==> config.mk <==
export PLATFORM = sky130hd
export DESIGN_NAME = sha256_byte_stream_hasher
export DESIGN_NICKNAME = d
export VERILOG_FILES = /design/src/sv/sbh_pkg.sv /design/src/sv/sbh_front.sv /design/src/sv/sbh_engine.sv /design/src/sv/sbh_result_queue.sv /design/src/sv/sha256_byte_stream_hasher.sv
export SDC_FILE = /design/constraint.sdc
export NUM_CORES = 2
export LEC_CHECK = 0
export ABC_AREA = 1
export BUFFER_PORTS_ARGS = -buffer_cell sky130_fd_sc_hd__buf_2
export CAP_MARGIN = 30
export CELL_PAD_IN_SITES_DETAIL_PLACEMENT = 0
export CELL_PAD_IN_SITES_GLOBAL_PLACEMENT = 2
export CORE_ASPECT_RATIO = 0.9
export CORE_MARGIN = 1.5
export CORE_UTILIZATION = 43
export CTS_CLUSTER_DIAMETER = 60
export DETAILED_ROUTE_END_ITERATION = 6
export PLACE_DENSITY = 0.87
export SKIP_CTS_REPAIR_TIMING = 1
export SYNTH_ARGS = -nofsm -noshare
export SYNTH_HDL_FRONTEND = slang
export SYNTH_SLANG_ARGS = --single-unit
==> constraint.sdc <==
create_clock -name clk -period 41.6 [get_ports clk]
set_clock_uncertainty 0.15 [all_clocks]
set_input_delay 8.32 -clock clk [delete_from_list [all_inputs] [get_ports clk]]
set_output_delay 8.32 -clock clk [all_outputs]
set_load 0.005 [all_outputs]
==> src/sv/sbh_pkg.sv <==
// ----------------------------------------------------------------------------
// sbh_pkg
// Shared types, constants and round functions of the SHA-256 byte hasher.
// ----------------------------------------------------------------------------
package sbh_pkg;

	// One command word from the input queue.
	typedef struct packed {
		logic       finish;
		logic [7:0] data;
	} cmd_t;

	// One result word toward the output queue.
	typedef struct packed {
		logic [31:0] word;
		logic [2:0]  index;
		logic        last;
	} res_t;

	localparam logic [7:0] PAD_BYTE      = 8'h80;
	localparam int         BLOCK_BITS    = 512;
	localparam int         HASH_WORDS    = 8;
	localparam logic [5:0] LAST_BYTE     = 6'd63;
	localparam logic [5:0] LEN_START     = 6'd56;
	localparam logic [5:0] LAST_ROUND    = 6'd63;
	localparam logic [2:0] LAST_WORD_IDX = 3'd7;

	// Initial hash values.
	function automatic logic [31:0] init_hash(input logic [2:0] idx);
		logic [31:0] v;
		case (idx)
			3'd0:    v = 32'h6a09e667;
			3'd1:    v = 32'hbb67ae85;
			3'd2:    v = 32'h3c6ef372;
			3'd3:    v = 32'ha54ff53a;
			3'd4:    v = 32'h510e527f;
			3'd5:    v = 32'h9b05688c;
			3'd6:    v = 32'h1f83d9ab;
			default: v = 32'h5be0cd19;
		endcase
		return v;
	endfunction

	// Round constants.
	function automatic logic [31:0] round_k(input logic [5:0] t);
		logic [31:0] v;
		case (t)
			6'd0:  v = 32'h428a2f98; 6'd1:  v = 32'h71374491;
			6'd2:  v = 32'hb5c0fbcf; 6'd3:  v = 32'he9b5dba5;
			6'd4:  v = 32'h3956c25b; 6'd5:  v = 32'h59f111f1;
			6'd6:  v = 32'h923f82a4; 6'd7:  v = 32'hab1c5ed5;
			6'd8:  v = 32'hd807aa98; 6'd9:  v = 32'h12835b01;
			6'd10: v = 32'h243185be; 6'd11: v = 32'h550c7dc3;
			6'd12: v = 32'h72be5d74; 6'd13: v = 32'h80deb1fe;
			6'd14: v = 32'h9bdc06a7; 6'd15: v = 32'hc19bf174;
			6'd16: v = 32'he49b69c1; 6'd17: v = 32'hefbe4786;
			6'd18: v = 32'h0fc19dc6; 6'd19: v = 32'h240ca1cc;
			6'd20: v = 32'h2de92c6f; 6'd21: v = 32'h4a7484aa;
			6'd22: v = 32'h5cb0a9dc; 6'd23: v = 32'h76f988da;
			6'd24: v = 32'h983e5152; 6'd25: v = 32'ha831c66d;
			6'd26: v = 32'hb00327c8; 6'd27: v = 32'hbf597fc7;
			6'd28: v = 32'hc6e00bf3; 6'd29: v = 32'hd5a79147;
			6'd30: v = 32'h06ca6351; 6'd31: v = 32'h14292967;
			6'd32: v = 32'h27b70a85; 6'd33: v = 32'h2e1b2138;
			6'd34: v = 32'h4d2c6dfc; 6'd35: v = 32'h53380d13;
			6'd36: v = 32'h650a7354; 6'd37: v = 32'h766a0abb;
			6'd38: v = 32'h81c2c92e; 6'd39: v = 32'h92722c85;
			6'd40: v = 32'ha2bfe8a1; 6'd41: v = 32'ha81a664b;
			6'd42: v = 32'hc24b8b70; 6'd43: v = 32'hc76c51a3;
			6'd44: v = 32'hd192e819; 6'd45: v = 32'hd6990624;
			6'd46: v = 32'hf40e3585; 6'd47: v = 32'h106aa070;
			6'd48: v = 32'h19a4c116; 6'd49: v = 32'h1e376c08;
			6'd50: v = 32'h2748774c; 6'd51: v = 32'h34b0bcb5;
			6'd52: v = 32'h391c0cb3; 6'd53: v = 32'h4ed8aa4a;
			6'd54: v = 32'h5b9cca4f; 6'd55: v = 32'h682e6ff3;
			6'd56: v = 32'h748f82ee; 6'd57: v = 32'h78a5636f;
			6'd58: v = 32'h84c87814; 6'd59: v = 32'h8cc70208;
			6'd60: v = 32'h90befffa; 6'd61: v = 32'ha4506ceb;
			6'd62: v = 32'hbef9a3f7;
			default: v = 32'hc67178f2;
		endcase
		return v;
	endfunction

	function automatic logic [31:0] big_sigma0(input logic [31:0] x);
		return {x[1:0], x[31:2]} ^ {x[12:0], x[31:13]} ^ {x[21:0], x[31:22]};
	endfunction

	function automatic logic [31:0] big_sigma1(input logic [31:0] x);
		return {x[5:0], x[31:6]} ^ {x[10:0], x[31:11]} ^ {x[24:0], x[31:25]};
	endfunction

	function automatic logic [31:0] small_sigma0(input logic [31:0] x);
		return {x[6:0], x[31:7]} ^ {x[17:0], x[31:18]} ^ {3'b000, x[31:3]};
	endfunction

	function automatic logic [31:0] small_sigma1(input logic [31:0] x);
		return {x[16:0], x[31:17]} ^ {x[18:0], x[31:19]} ^ {10'd0, x[31:10]};
	endfunction

endpackage

==> src/sv/sbh_front.sv <==
// ----------------------------------------------------------------------------
// sbh_front
// Input command queue: takes words from the push side, tags finish commands
// and holds them until the engine takes them.
// ----------------------------------------------------------------------------
module sbh_front (
	input  logic          clk,
	input  logic          arst_n,
	input  logic          push,
	output logic          full,
	input  logic          action,
	input  logic [7:0]    byte_value,
	output logic          cmd_valid,
	output sbh_pkg::cmd_t cmd,
	input  logic          cmd_take
);
	import sbh_pkg::*;

	localparam int DEPTH = 2;
	localparam int AW    = $clog2(DEPTH);

	cmd_t          mem_q [DEPTH];
	logic [AW-1:0] wr_ptr_q;
	logic [AW-1:0] rd_ptr_q;
	logic [AW:0]   count_q;
	logic          wr_en;
	logic          rd_en;
	cmd_t          cmd_in;

	// Classify the incoming word.
	assign cmd_in.finish = action;
	assign cmd_in.data   = byte_value;

	assign full      = (count_q == (AW+1)'(DEPTH));
	assign cmd_valid = (count_q != '0);
	assign cmd       = mem_q[rd_ptr_q];
	assign wr_en     = push && !full;
	assign rd_en     = cmd_take && cmd_valid;

	// Queue storage.
	always_ff @(posedge clk) begin
		if (wr_en) begin
			mem_q[wr_ptr_q] <= cmd_in;
		end
	end

	// Pointers and fill level.
	always_ff @(posedge clk or negedge arst_n) begin
		if (!arst_n) begin
			wr_ptr_q <= '0;
			rd_ptr_q <= '0;
			count_q  <= '0;
		end else begin
			if (wr_en) begin
				wr_ptr_q <= wr_ptr_q + AW'(1);
			end
			if (rd_en) begin
				rd_ptr_q <= rd_ptr_q + AW'(1);
			end
			case ({wr_en, rd_en})
				2'b10:   count_q <= count_q + (AW+1)'(1);
				2'b01:   count_q <= count_q - (AW+1)'(1);
				default: count_q <= count_q;
			endcase
		end
	end

endmodule

==> src/sv/sbh_engine.sv <==
// ----------------------------------------------------------------------------
// sbh_engine
// Back end: collects bytes into the block window, pads the message, runs the
// 64 compression rounds one per cycle and emits the digest words.
// ----------------------------------------------------------------------------
module sbh_engine (
	input  logic          clk,
	input  logic          arst_n,
	input  logic          cmd_valid,
	input  sbh_pkg::cmd_t cmd,
	output logic          cmd_take,
	output logic          res_push,
	output sbh_pkg::res_t res,
	input  logic          res_full
);
	import sbh_pkg::*;

	localparam logic [2:0] ST_IDLE   = 3'd0;
	localparam logic [2:0] ST_PAD    = 3'd1;
	localparam logic [2:0] ST_ROUND  = 3'd2;
	localparam logic [2:0] ST_UPDATE = 3'd3;
	localparam logic [2:0] ST_EMIT   = 3'd4;

	logic [2:0]   state_q;
	logic [5:0]   cnt_q;
	logic [54:0]  blocks_q;
	logic [63:0]  len_q;
	logic         first_q;
	logic         len_blk_q;
	logic         pad_q;
	logic [5:0]   round_q;
	logic [2:0]   emit_q;
	logic [511:0] win_q;
	logic [31:0]  hash_q [HASH_WORDS];
	logic [31:0]  wv_q   [HASH_WORDS];

	logic         shift_en;
	logic [7:0]   shift_byte;
	logic [7:0]   pad_byte;
	logic [2:0]   len_sel;
	logic [31:0]  w0;
	logic [31:0]  w_next;
	logic [31:0]  t1;
	logic [31:0]  t2;
	logic [31:0]  ch;
	logic [31:0]  mj;

	// Byte inserted while padding: marker, zeros, then the length field.
	assign len_sel  = LAST_WORD_IDX - cnt_q[2:0];
	always_comb begin
		if (first_q) begin
			pad_byte = PAD_BYTE;
		end else if (len_blk_q && (cnt_q >= LEN_START)) begin
			pad_byte = len_q[{len_sel, 3'b000} +: 8];
		end else begin
			pad_byte = 8'd0;
		end
	end

	// Byte entry into the block window.
	assign cmd_take   = (state_q == ST_IDLE) && cmd_valid;
	assign shift_en   = (cmd_take && !cmd.finish) || (state_q == ST_PAD);
	assign shift_byte = (state_q == ST_PAD) ? pad_byte : cmd.data;

	// Message schedule: the window holds W[t] .. W[t+15].
	assign w0     = win_q[511 -: 32];
	assign w_next = small_sigma1(win_q[511 - 32*14 -: 32]) + win_q[511 - 32*9 -: 32]
		+ small_sigma0(win_q[511 - 32*1 -: 32]) + w0;

	// Round function.
	assign ch = (wv_q[4] & wv_q[5]) ^ (~wv_q[4] & wv_q[6]);
	assign mj = (wv_q[0] & wv_q[1]) ^ (wv_q[0] & wv_q[2]) ^ (wv_q[1] & wv_q[2]);
	assign t1 = wv_q[7] + big_sigma1(wv_q[4]) + ch + round_k(round_q) + w0;
	assign t2 = big_sigma0(wv_q[0]) + mj;

	// Digest word output.
	assign res_push  = (state_q == ST_EMIT) && !res_full;
	assign res.word  = hash_q[emit_q];
	assign res.index = emit_q;
	assign res.last  = (emit_q == LAST_WORD_IDX);

	// Block window and working variables.
	always_ff @(posedge clk) begin
		if (shift_en) begin
			win_q <= {win_q[503:0], shift_byte};
		end else if (state_q == ST_ROUND) begin
			win_q <= {win_q[479:0], w_next};
		end
		if (shift_en && (cnt_q == LAST_BYTE)) begin
			for (int i = 0; i < HASH_WORDS; i++) begin
				wv_q[i] <= hash_q[i];
			end
		end else if (state_q == ST_ROUND) begin
			wv_q[7] <= wv_q[6];
			wv_q[6] <= wv_q[5];
			wv_q[5] <= wv_q[4];
			wv_q[4] <= wv_q[3] + t1;
			wv_q[3] <= wv_q[2];
			wv_q[2] <= wv_q[1];
			wv_q[1] <= wv_q[0];
			wv_q[0] <= t1 + t2;
		end
	end

	// Sequencer.
	always_ff @(posedge clk or negedge arst_n) begin
		if (!arst_n) begin
			state_q   <= ST_IDLE;
			cnt_q     <= '0;
			blocks_q  <= '0;
			len_q     <= '0;
			first_q   <= 1'b0;
			len_blk_q <= 1'b0;
			pad_q     <= 1'b0;
			round_q   <= '0;
			emit_q    <= '0;
			for (int i = 0; i < HASH_WORDS; i++) begin
				hash_q[i] <= init_hash(3'(i));
			end
		end else begin
			if (shift_en) begin
				cnt_q <= cnt_q + 6'd1;
			end
			unique case (state_q)
				ST_IDLE: begin
					if (cmd_take && cmd.finish) begin
						len_q     <= {blocks_q, cnt_q, 3'b000};
						first_q   <= 1'b1;
						len_blk_q <= (cnt_q < LEN_START);
						state_q   <= ST_PAD;
					end else if (cmd_take && (cnt_q == LAST_BYTE)) begin
						blocks_q <= blocks_q + 55'd1;
						pad_q    <= 1'b0;
						round_q  <= '0;
						state_q  <= ST_ROUND;
					end
				end
				ST_PAD: begin
					first_q <= 1'b0;
					if (cnt_q == LAST_BYTE) begin
						pad_q   <= 1'b1;
						round_q <= '0;
						state_q <= ST_ROUND;
					end
				end
				ST_ROUND: begin
					round_q <= round_q + 6'd1;
					if (round_q == LAST_ROUND) begin
						state_q <= ST_UPDATE;
					end
				end
				ST_UPDATE: begin
					for (int i = 0; i < HASH_WORDS; i++) begin
						hash_q[i] <= hash_q[i] + wv_q[i];
					end
					if (!pad_q) begin
						state_q <= ST_IDLE;
					end else if (len_blk_q) begin
						emit_q  <= '0;
						state_q <= ST_EMIT;
					end else begin
						len_blk_q <= 1'b1;
						state_q   <= ST_PAD;
					end
				end
				ST_EMIT: begin
					if (res_push) begin
						emit_q <= emit_q + 3'd1;
						if (emit_q == LAST_WORD_IDX) begin
							blocks_q <= '0;
							for (int i = 0; i < HASH_WORDS; i++) begin
								hash_q[i] <= init_hash(3'(i));
							end
							state_q <= ST_IDLE;
						end
					end
				end
				default: begin
					state_q <= ST_IDLE;
				end
			endcase
		end
	end

endmodule

==> src/sv/sbh_result_queue.sv <==
// ----------------------------------------------------------------------------
// sbh_result_queue
// Output queue for digest words; holds a whole digest so the engine can
// return to absorbing while the consumer drains it.
// ----------------------------------------------------------------------------
module sbh_result_queue (
	input  logic          clk,
	input  logic          arst_n,
	input  logic          res_push,
	input  sbh_pkg::res_t res,
	output logic          res_full,
	output logic          empty,
	input  logic          pop,
	output logic [31:0]   digest_word,
	output logic [2:0]    word_index,
	output logic          last
);
	import sbh_pkg::*;

	localparam int DEPTH = 8;
	localparam int AW    = $clog2(DEPTH);

	res_t          mem_q [DEPTH];
	logic [AW-1:0] wr_ptr_q;
	logic [AW-1:0] rd_ptr_q;
	logic [AW:0]   count_q;
	logic          wr_en;
	logic          rd_en;
	res_t          head;

	assign res_full    = (count_q == (AW+1)'(DEPTH));
	assign empty       = (count_q == '0);
	assign wr_en       = res_push && !res_full;
	assign rd_en       = pop && !empty;
	assign head        = mem_q[rd_ptr_q];
	assign digest_word = head.word;
	assign word_index  = head.index;
	assign last        = head.last;

	// Queue storage.
	always_ff @(posedge clk) begin
		if (wr_en) begin
			mem_q[wr_ptr_q] <= res;
		end
	end

	// Pointers and fill level.
	always_ff @(posedge clk or negedge arst_n) begin
		if (!arst_n) begin
			wr_ptr_q <= '0;
			rd_ptr_q <= '0;
			count_q  <= '0;
		end else begin
			if (wr_en) begin
				wr_ptr_q <= wr_ptr_q + AW'(1);
			end
			if (rd_en) begin
				rd_ptr_q <= rd_ptr_q + AW'(1);
			end
			case ({wr_en, rd_en})
				2'b10:   count_q <= count_q + (AW+1)'(1);
				2'b01:   count_q <= count_q - (AW+1)'(1);
				default: count_q <= count_q;
			endcase
		end
	end

endmodule

==> src/sv/sha256_byte_stream_hasher.sv <==
// SHA-256 over a byte stream. Push one word per message byte (action low) and
// one finish word (action high); the eight digest words then appear on the
// result side in order, the last one flagged, and the hasher starts a new
// message. Every 64th byte starts the 64 compression rounds, at one per cycle
// in the single round unit, and then the hash update; no new byte is taken
// until that block is done. A finish pads to the end of the block (marker
// byte, zeros, then the length field, in a second padded block when 56 or
// more bytes are pending), compresses each padded block and emits the digest
// words, which wait while the result queue is full. A two-word command queue
// and an eight-word result queue decouple both sides.
// ----------------------------------------------------------------------------
// sha256_byte_stream_hasher
// Top level: command queue, hashing engine and result queue.
// ----------------------------------------------------------------------------
module sha256_byte_stream_hasher (
	input  logic        clk,
	input  logic        arst_n,
	input  logic        push,
	output logic        full,
	input  logic        action,
	input  logic [7:0]  byte_value,
	output logic        empty,
	input  logic        pop,
	output logic [31:0] digest_word,
	output logic [2:0]  word_index,
	output logic        last
);
	import sbh_pkg::*;

	logic cmd_valid;
	cmd_t cmd;
	logic cmd_take;
	logic res_push;
	res_t res;
	logic res_full;

	// Command side.
	sbh_front u_front (
		.clk        (clk),
		.arst_n     (arst_n),
		.push       (push),
		.full       (full),
		.action     (action),
		.byte_value (byte_value),
		.cmd_valid  (cmd_valid),
		.cmd        (cmd),
		.cmd_take   (cmd_take)
	);

	// Hashing engine.
	sbh_engine u_engine (
		.clk       (clk),
		.arst_n    (arst_n),
		.cmd_valid (cmd_valid),
		.cmd       (cmd),
		.cmd_take  (cmd_take),
		.res_push  (res_push),
		.res       (res),
		.res_full  (res_full)
	);

	// Result side.
	sbh_result_queue u_result (
		.clk         (clk),
		.arst_n      (arst_n),
		.res_push    (res_push),
		.res         (res),
		.res_full    (res_full),
		.empty       (empty),
		.pop         (pop),
		.digest_word (digest_word),
		.word_index  (word_index),
		.last        (last)
	);

`ifndef NO_ASSERTIONS
	// The engine only takes a command that is present.
	a_take_valid: assert property (@(posedge clk) disable iff (!arst_n)
		cmd_take |-> cmd_valid)
		else $error("engine took a command from an empty queue");

	// The engine never pushes a digest word into a full result queue.
	a_push_room: assert property (@(posedge clk) disable iff (!arst_n)
		res_push |-> !res_full)
		else $error("digest word pushed into full result queue");

	// The final flag marks exactly the eighth digest word.
	a_last_index: assert property (@(posedge clk) disable iff (!arst_n)
		!empty |-> (last == (word_index == LAST_WORD_IDX)))
		else $error("last flag does not match word index");

	// Digest words leave the engine in index order.
	a_index_order: assert property (@(posedge clk) disable iff (!arst_n)
		(res_push && !res.last) |=> (res.index == $past(res.index) + 3'd1))
		else $error("digest word index out of order");
`endif

endmodule

---- Word-level counts from Yosys, hierarchy flattened ----
Memory sizes are Yosys's and may differ from the RTL's.
Cells that the tools add are included.
W data, S select, Z words.
operators by class
  multiplexer cells ....................... 61
  shifts and indexed selects .............. 1
  $lt $le $gt $ge ......................... 3
  equal/unequal tests ..................... 23
  $add $sub $neg .......................... 31
  multipliers ............................. 0
  bitwise operators ....................... 26
  div/mod/pow operators ................... 0
  reduce and logical (&&, ||, !) cells .... 36
operator list
  cell                     count
  $mux W512                2
  $add A32 B32 Y32         18
  $mux W256                2
  $pmux W256 S2            1
  $mux W32                 10
  $xor A32 B32 Y32         9
  $mux W55                 4
  $and A32 B32 Y32         5
  $pmux W55 S2             1
  $bmux W32 S3             1
  $shiftx A64 B7 Y8        1
  $add A55 B1 Y55 const B  1
  $mux W3                  11
  $not A32 Y32             1
  $xor A32 B22 Y32         1
  $xor A32 B29 Y32         1
  $mux W8                  3
  $mux W6                  3
  $pmux W6 S3              1
  $reduce_bool A2 Y1       8
  $mux W1                  15
  $pmux W3 S5              1
  $add A6 B1 Y6 const B    2
  $eq A6 B6 Y1 const B     2
  other kinds (35)         77
storage, ports and cells
  memories kept ........................... 4
  input bits .............................. 13
  bits in registers ....................... 919
  memory bits (writable) .................. 562
  latch bits .............................. 0
  bits in read-only memories .............. 2048
memory list
  name             depth  bits a word  rd ports  clocked after memory_dff  wr ports  RTL line                RTL
  (no name shown)  64     32           1         0                         0         sbh_pkg.sv:47           case (t)
  u_result.mem_q   8      36           1         0                         1         sbh_result_queue.sv:23  res_t mem_q [DEPTH];
  u_engine.wv_q    8      32           8         0                         8         sbh_engine.sv:35        logic [31:0] wv_q [HASH_WORDS];
  u_front.mem_q    2      9            1         0                         1         sbh_front.sv:22         cmd_t mem_q [DEPTH];

---- Longest topological paths before layout ----
An unclocked memory read counts as a cell.
  depth in word-level cells ............... 9
  gate-level depth with buffers ........... 46
  mapped depth without buffers ............ 45

---- By module ----
Synthesis repeated with hierarchy kept, for this count alone.
unflattened totals
  cell total of the unflattened synthesis .. 12128
  area, all modules ....................... 97088.1 um2
modules (own cells, without submodules)
  module            area each (um2)  instances  cells each
  sbh_engine        83227.3          1          10726
  sbh_result_queue  12973.7          1          1324
  sbh_front         887.1            1          78

---- Worst setup path after synthesis ----
OpenSTA, ideal clock, no wires.
  path kind ............................... flip-flop to flip-flop
  from .................................... register u_front.count_q[0]
  to ...................................... register u_engine.win_q[0], enable pin
  required time ........................... 37817 ps
  path slack .............................. 28108 ps
  period minus slack after synthesis ...... 13492 ps
  data arrival time ....................... 9709 ps
  cell stages (with the launch flop) ...... 7
  path buffers ............................ 2
  cells stage by stage .................... dfrtp_1 > nor2_1 > nor3_2 > nor2_4 > buf_2 > buf_1 > nand2_1
on the way
  word-level cells in the longest chain between the ends .. 5
ends and longest elaborated chain
  item                                 RTL line          RTL
  from (decl)                          sbh_front.sv:25   logic [AW:0] count_q;
  from (signal assigned)               sbh_front.sv:61   2'b10: count_q <= count_q + (AW+1)'(1);
  from (signal assigned)               sbh_front.sv:62   2'b01: count_q <= count_q - (AW+1)'(1);
  from (signal assigned)               sbh_front.sv:63   default: count_q <= count_q;
  $reduce_bool A2 Y1                   sbh_front.sv:35   assign cmd_valid = (count_q != '0);
  $logic_and A1 B1 Y1                  sbh_engine.sv:61  assign cmd_take = (state_q == ST_IDLE) && cmd_valid;
  $logic_and A1 B1 Y1                  sbh_engine.sv:62  assign shift_en = (cmd_take && !cmd.finish) || (state_q == ST_PAD);
  $logic_or A1 B1 Y1                   sbh_engine.sv:62
  $reduce_bool A2 Y1 (no source line)  --
  to (signal assigned)                 sbh_engine.sv:85  win_q <= {win_q[503:0], shift_byte};
  to (signal assigned)                 sbh_engine.sv:87  win_q <= {win_q[479:0], w_next};
  to (decl)                            sbh_engine.sv:33  logic [511:0] win_q;
Every way passes these cells.
A chain may end at the register's enable or synchronous reset.

---- Final worst setup path ----
  from .................................... register u_result.rd_ptr_q[0]
  to ...................................... output digest_word[28]
on the way
  word-level cells in the longest chain between the ends .. 1
ends and longest elaborated chain
  item                    RTL line                         RTL
  from (decl)             sbh_result_queue.sv:25           logic [AW-1:0] rd_ptr_q;
  from (signal assigned)  sbh_result_queue.sv:58           rd_ptr_q <= rd_ptr_q + AW'(1);
  $mem_v2 Z8 W36          --
  to (decl)               sha256_byte_stream_hasher.sv:24  output logic [31:0] digest_word,
Every way passes these cells.

==> reports/results.ini <==
[clock_network]
cts_tree=built
cts_root_buf=clkbuf_16
clock_path_buffers=4
numCtsBuffers=191
clk_pin_slew_worst_paths_ps=60
htreeDepth=4
clock_latency_ps=890
cts_sinks=1481

[route]
routed_wl_um=404000
drt_iter0_drc=11206
vias=86701
drtAntennaViolNets=0
viasPerCell=5.79
drc_errors=3
wl_per_cell_um=26.9
drt-pass1-iter-count=7

[die]
die_w_um=503
start_util=0.434
die_h_um=453
ioPinCount=51
die-area_um2=227000
core_um2=223000
fp-row-count=164

[setup_path]
cp-end-kind=output port
crit_type=register to output port
critPathArrivalTime_ps=3690
critPathRequiredTime_ps=33130
start_kind=register
cp_max_fo=98
regToRegSetupSlack_ps=31570

[layout]
nets=12453
syn_to_final_growth_pct=10.1
drive_gt1_frac=0.0605
fillers=21966

[logic_synthesis]
synth-simple-area-share=0.221
synth_top_family_by_area=simple AND/OR/NAND/NOR gates
synth_seq_cells=1481
synth-xor-area-share=0.0381
yosysUniqueCellTypes=67
synth.area.mux_share=0
syn_nets=12545
syn_avg_cell_area_um2=8.09
yosys_most_used_dff=edfxtp_1
syn_area_um2=96600
synthAdderAreaFrac=0.0952
yosysTopAreaCell=edfxtp_1
synthArstFlopShare=0.275
synthCells=11934
synth.area.top_cells=edfxtp_1 (33%), nand2_1 (13%), dfrtp_1 (7.0%), o21ai_0 (5.5%), ha_1 (5.2%)
synth_edf_count=1074
yosysWarnings=0
ys_seq_area_frac=0.441
synth_compound_area_frac=0.134
yosysTopAreaCellShare=0.334

[place]
portBuffers=50
place_congestion=1.02
dp_hpwl_um=311000

[timing]
worst_pin_slew_ps=1170
fin_crit_ps=12160
finalSetupTns_ps=0
max_clock_freq_ghz=0.0822
finalSetupViolations=0
hold_violations=0
max_slew_margin=0.218
rsz0062_at_grt=false
slew_viol_final=0
finalCritPeriodShare=0.292

[global_routing]
grt_overflow=0
antenna_found_initial=36
grt_pass1_vias=80155
grt_max_degree=275
gr-usage-all-layers=0.349
grt_pass1_wl_um=577000

[hold_path]
hold_class=register to register

[status]
violations=design-rule violations
outcome=finished with violations

[run]
max-cap-violations=0

-- critical path, cell delays in order, from the launching register on --
cell and delay [ps]:
dfrtp_4 490, clkinv_2 440, buf_4 780, o21ai_0 170
o22ai_1 170, nor2_1 60, a31oi_1 420, buf_2 210
-- cells in the final DEF (no fill, tap or decap), types with 252 or more instances in the layout --
master | Yosys | routed
nor2_1 | 1069 | 1061
dfrtp_1 | 271 | 267
o21ai_0 | 1070 | 1062
ha_1 | 402 | 402
a21oi_1 | 622 | 621
inv_1 | 1265 | 1260
xor2_1 | 252 | 252
edfxtp_1 | 1074 | 1074
nand2_1 | 3446 | 3445
nand3_1 | 457 | 456
-- state kept, by name (all words and copies together) (netlist names), 3 cells and up --
name	cells
u_engine.round_q	6
u_engine.blocks_q	55
u_engine.emit_q	3
u_result.mem_q	288
u_result.count_q	4
u_result.rd_ptr_q	3
u_engine.hash_q	256
u_engine.cnt_q	6
u_result.wr_ptr_q	3
u_engine.wv_q	256
u_engine.state_q	3
u_engine.win_q	512
u_engine.len_q	61
u_front.mem_q	18
-- area by class of cell --
class	count	area, um^2	share of cell area
Sequential cell	1481	42600	0.401
Antenna cell	3	7.51	0.0000706
Clock buffer	236	5070	0.0477
Clock inverter	108	1120	0.0105
Timing Repair Buffer	203	1670	0.0157
Multi-Input combinational cell	8684	47300	0.445
Inverter	1281	4850	0.0456
Tap cell	2988	3740	0.0352
-- through the flow --
stage                     utilization  instances  hold WS [ps]  cell area, um^2  setup WS [ps]
after floorplan                     -      11934           294            96600          28110
after global placement          0.447      14588           310            99600          29920
after detailed placement        0.448      14616           310            99900          30280
after CTS                       0.476      14960           326           106000          29420
after global routing            0.478      14982           350           106000          29170
final                           0.478      14984           323           106000          29440
-- logic make-up after synthesis --
family | Yosys count
AO/OA/AOI/OAI | 2324
XOR/XNOR | 420
adder cells (fa/ha/maj) | 622
buffers and inverters | 1769
flip-flops | 1481
AND/OR/NAND/NOR | 5318
-- synthesized netlist by cell type, drive strengths merged (147+ instances only) --
| cell type | n |
|---|---|
| nand2 | 3448 |
| o22ai | 147 |
| edfxtp | 1074 |
| o21ai | 1107 |
| nor2 | 1079 |
| buf | 174 |
| nand3 | 458 |
| inv | 1275 |
| a21oi | 622 |
| clkbuf | 314 |
| xnor2 | 168 |
| xor2 | 252 |
| dfrtp | 271 |
| fa | 196 |
| ha | 402 |
-- metal layers --
layer,global-route usage,share of wire,vias up
li1,-,-,39492
met1,0.532,0.46,42492
met2,0.485,0.40,4109
met3,0.0816,0.10,574
met4,0.0984,0.031,34
met5,0,0.00056,-
-- path summary, 6_finish.rpt --
check	from	to	cells past startpoint
setup / recovery	u_result.rd_ptr_q[0]	digest_word[28]	7
setup reg to reg	u_engine.round_q[1]	u_engine.wv_q[0][22]	31
min in group asynchronous	arst_n	u_result.rd_ptr_q[1]	1
max in group asynchronous	arst_n	u_engine.round_q[5]	6
hold / removal	u_engine.len_q[23]	u_engine.len_q[23]	2
hold reg to reg	u_engine.len_q[23]	u_engine.len_q[23]	2
Power is not shown: default switching activity piles up to over one toggle a cycle in this logic, so the estimate is an artifact.
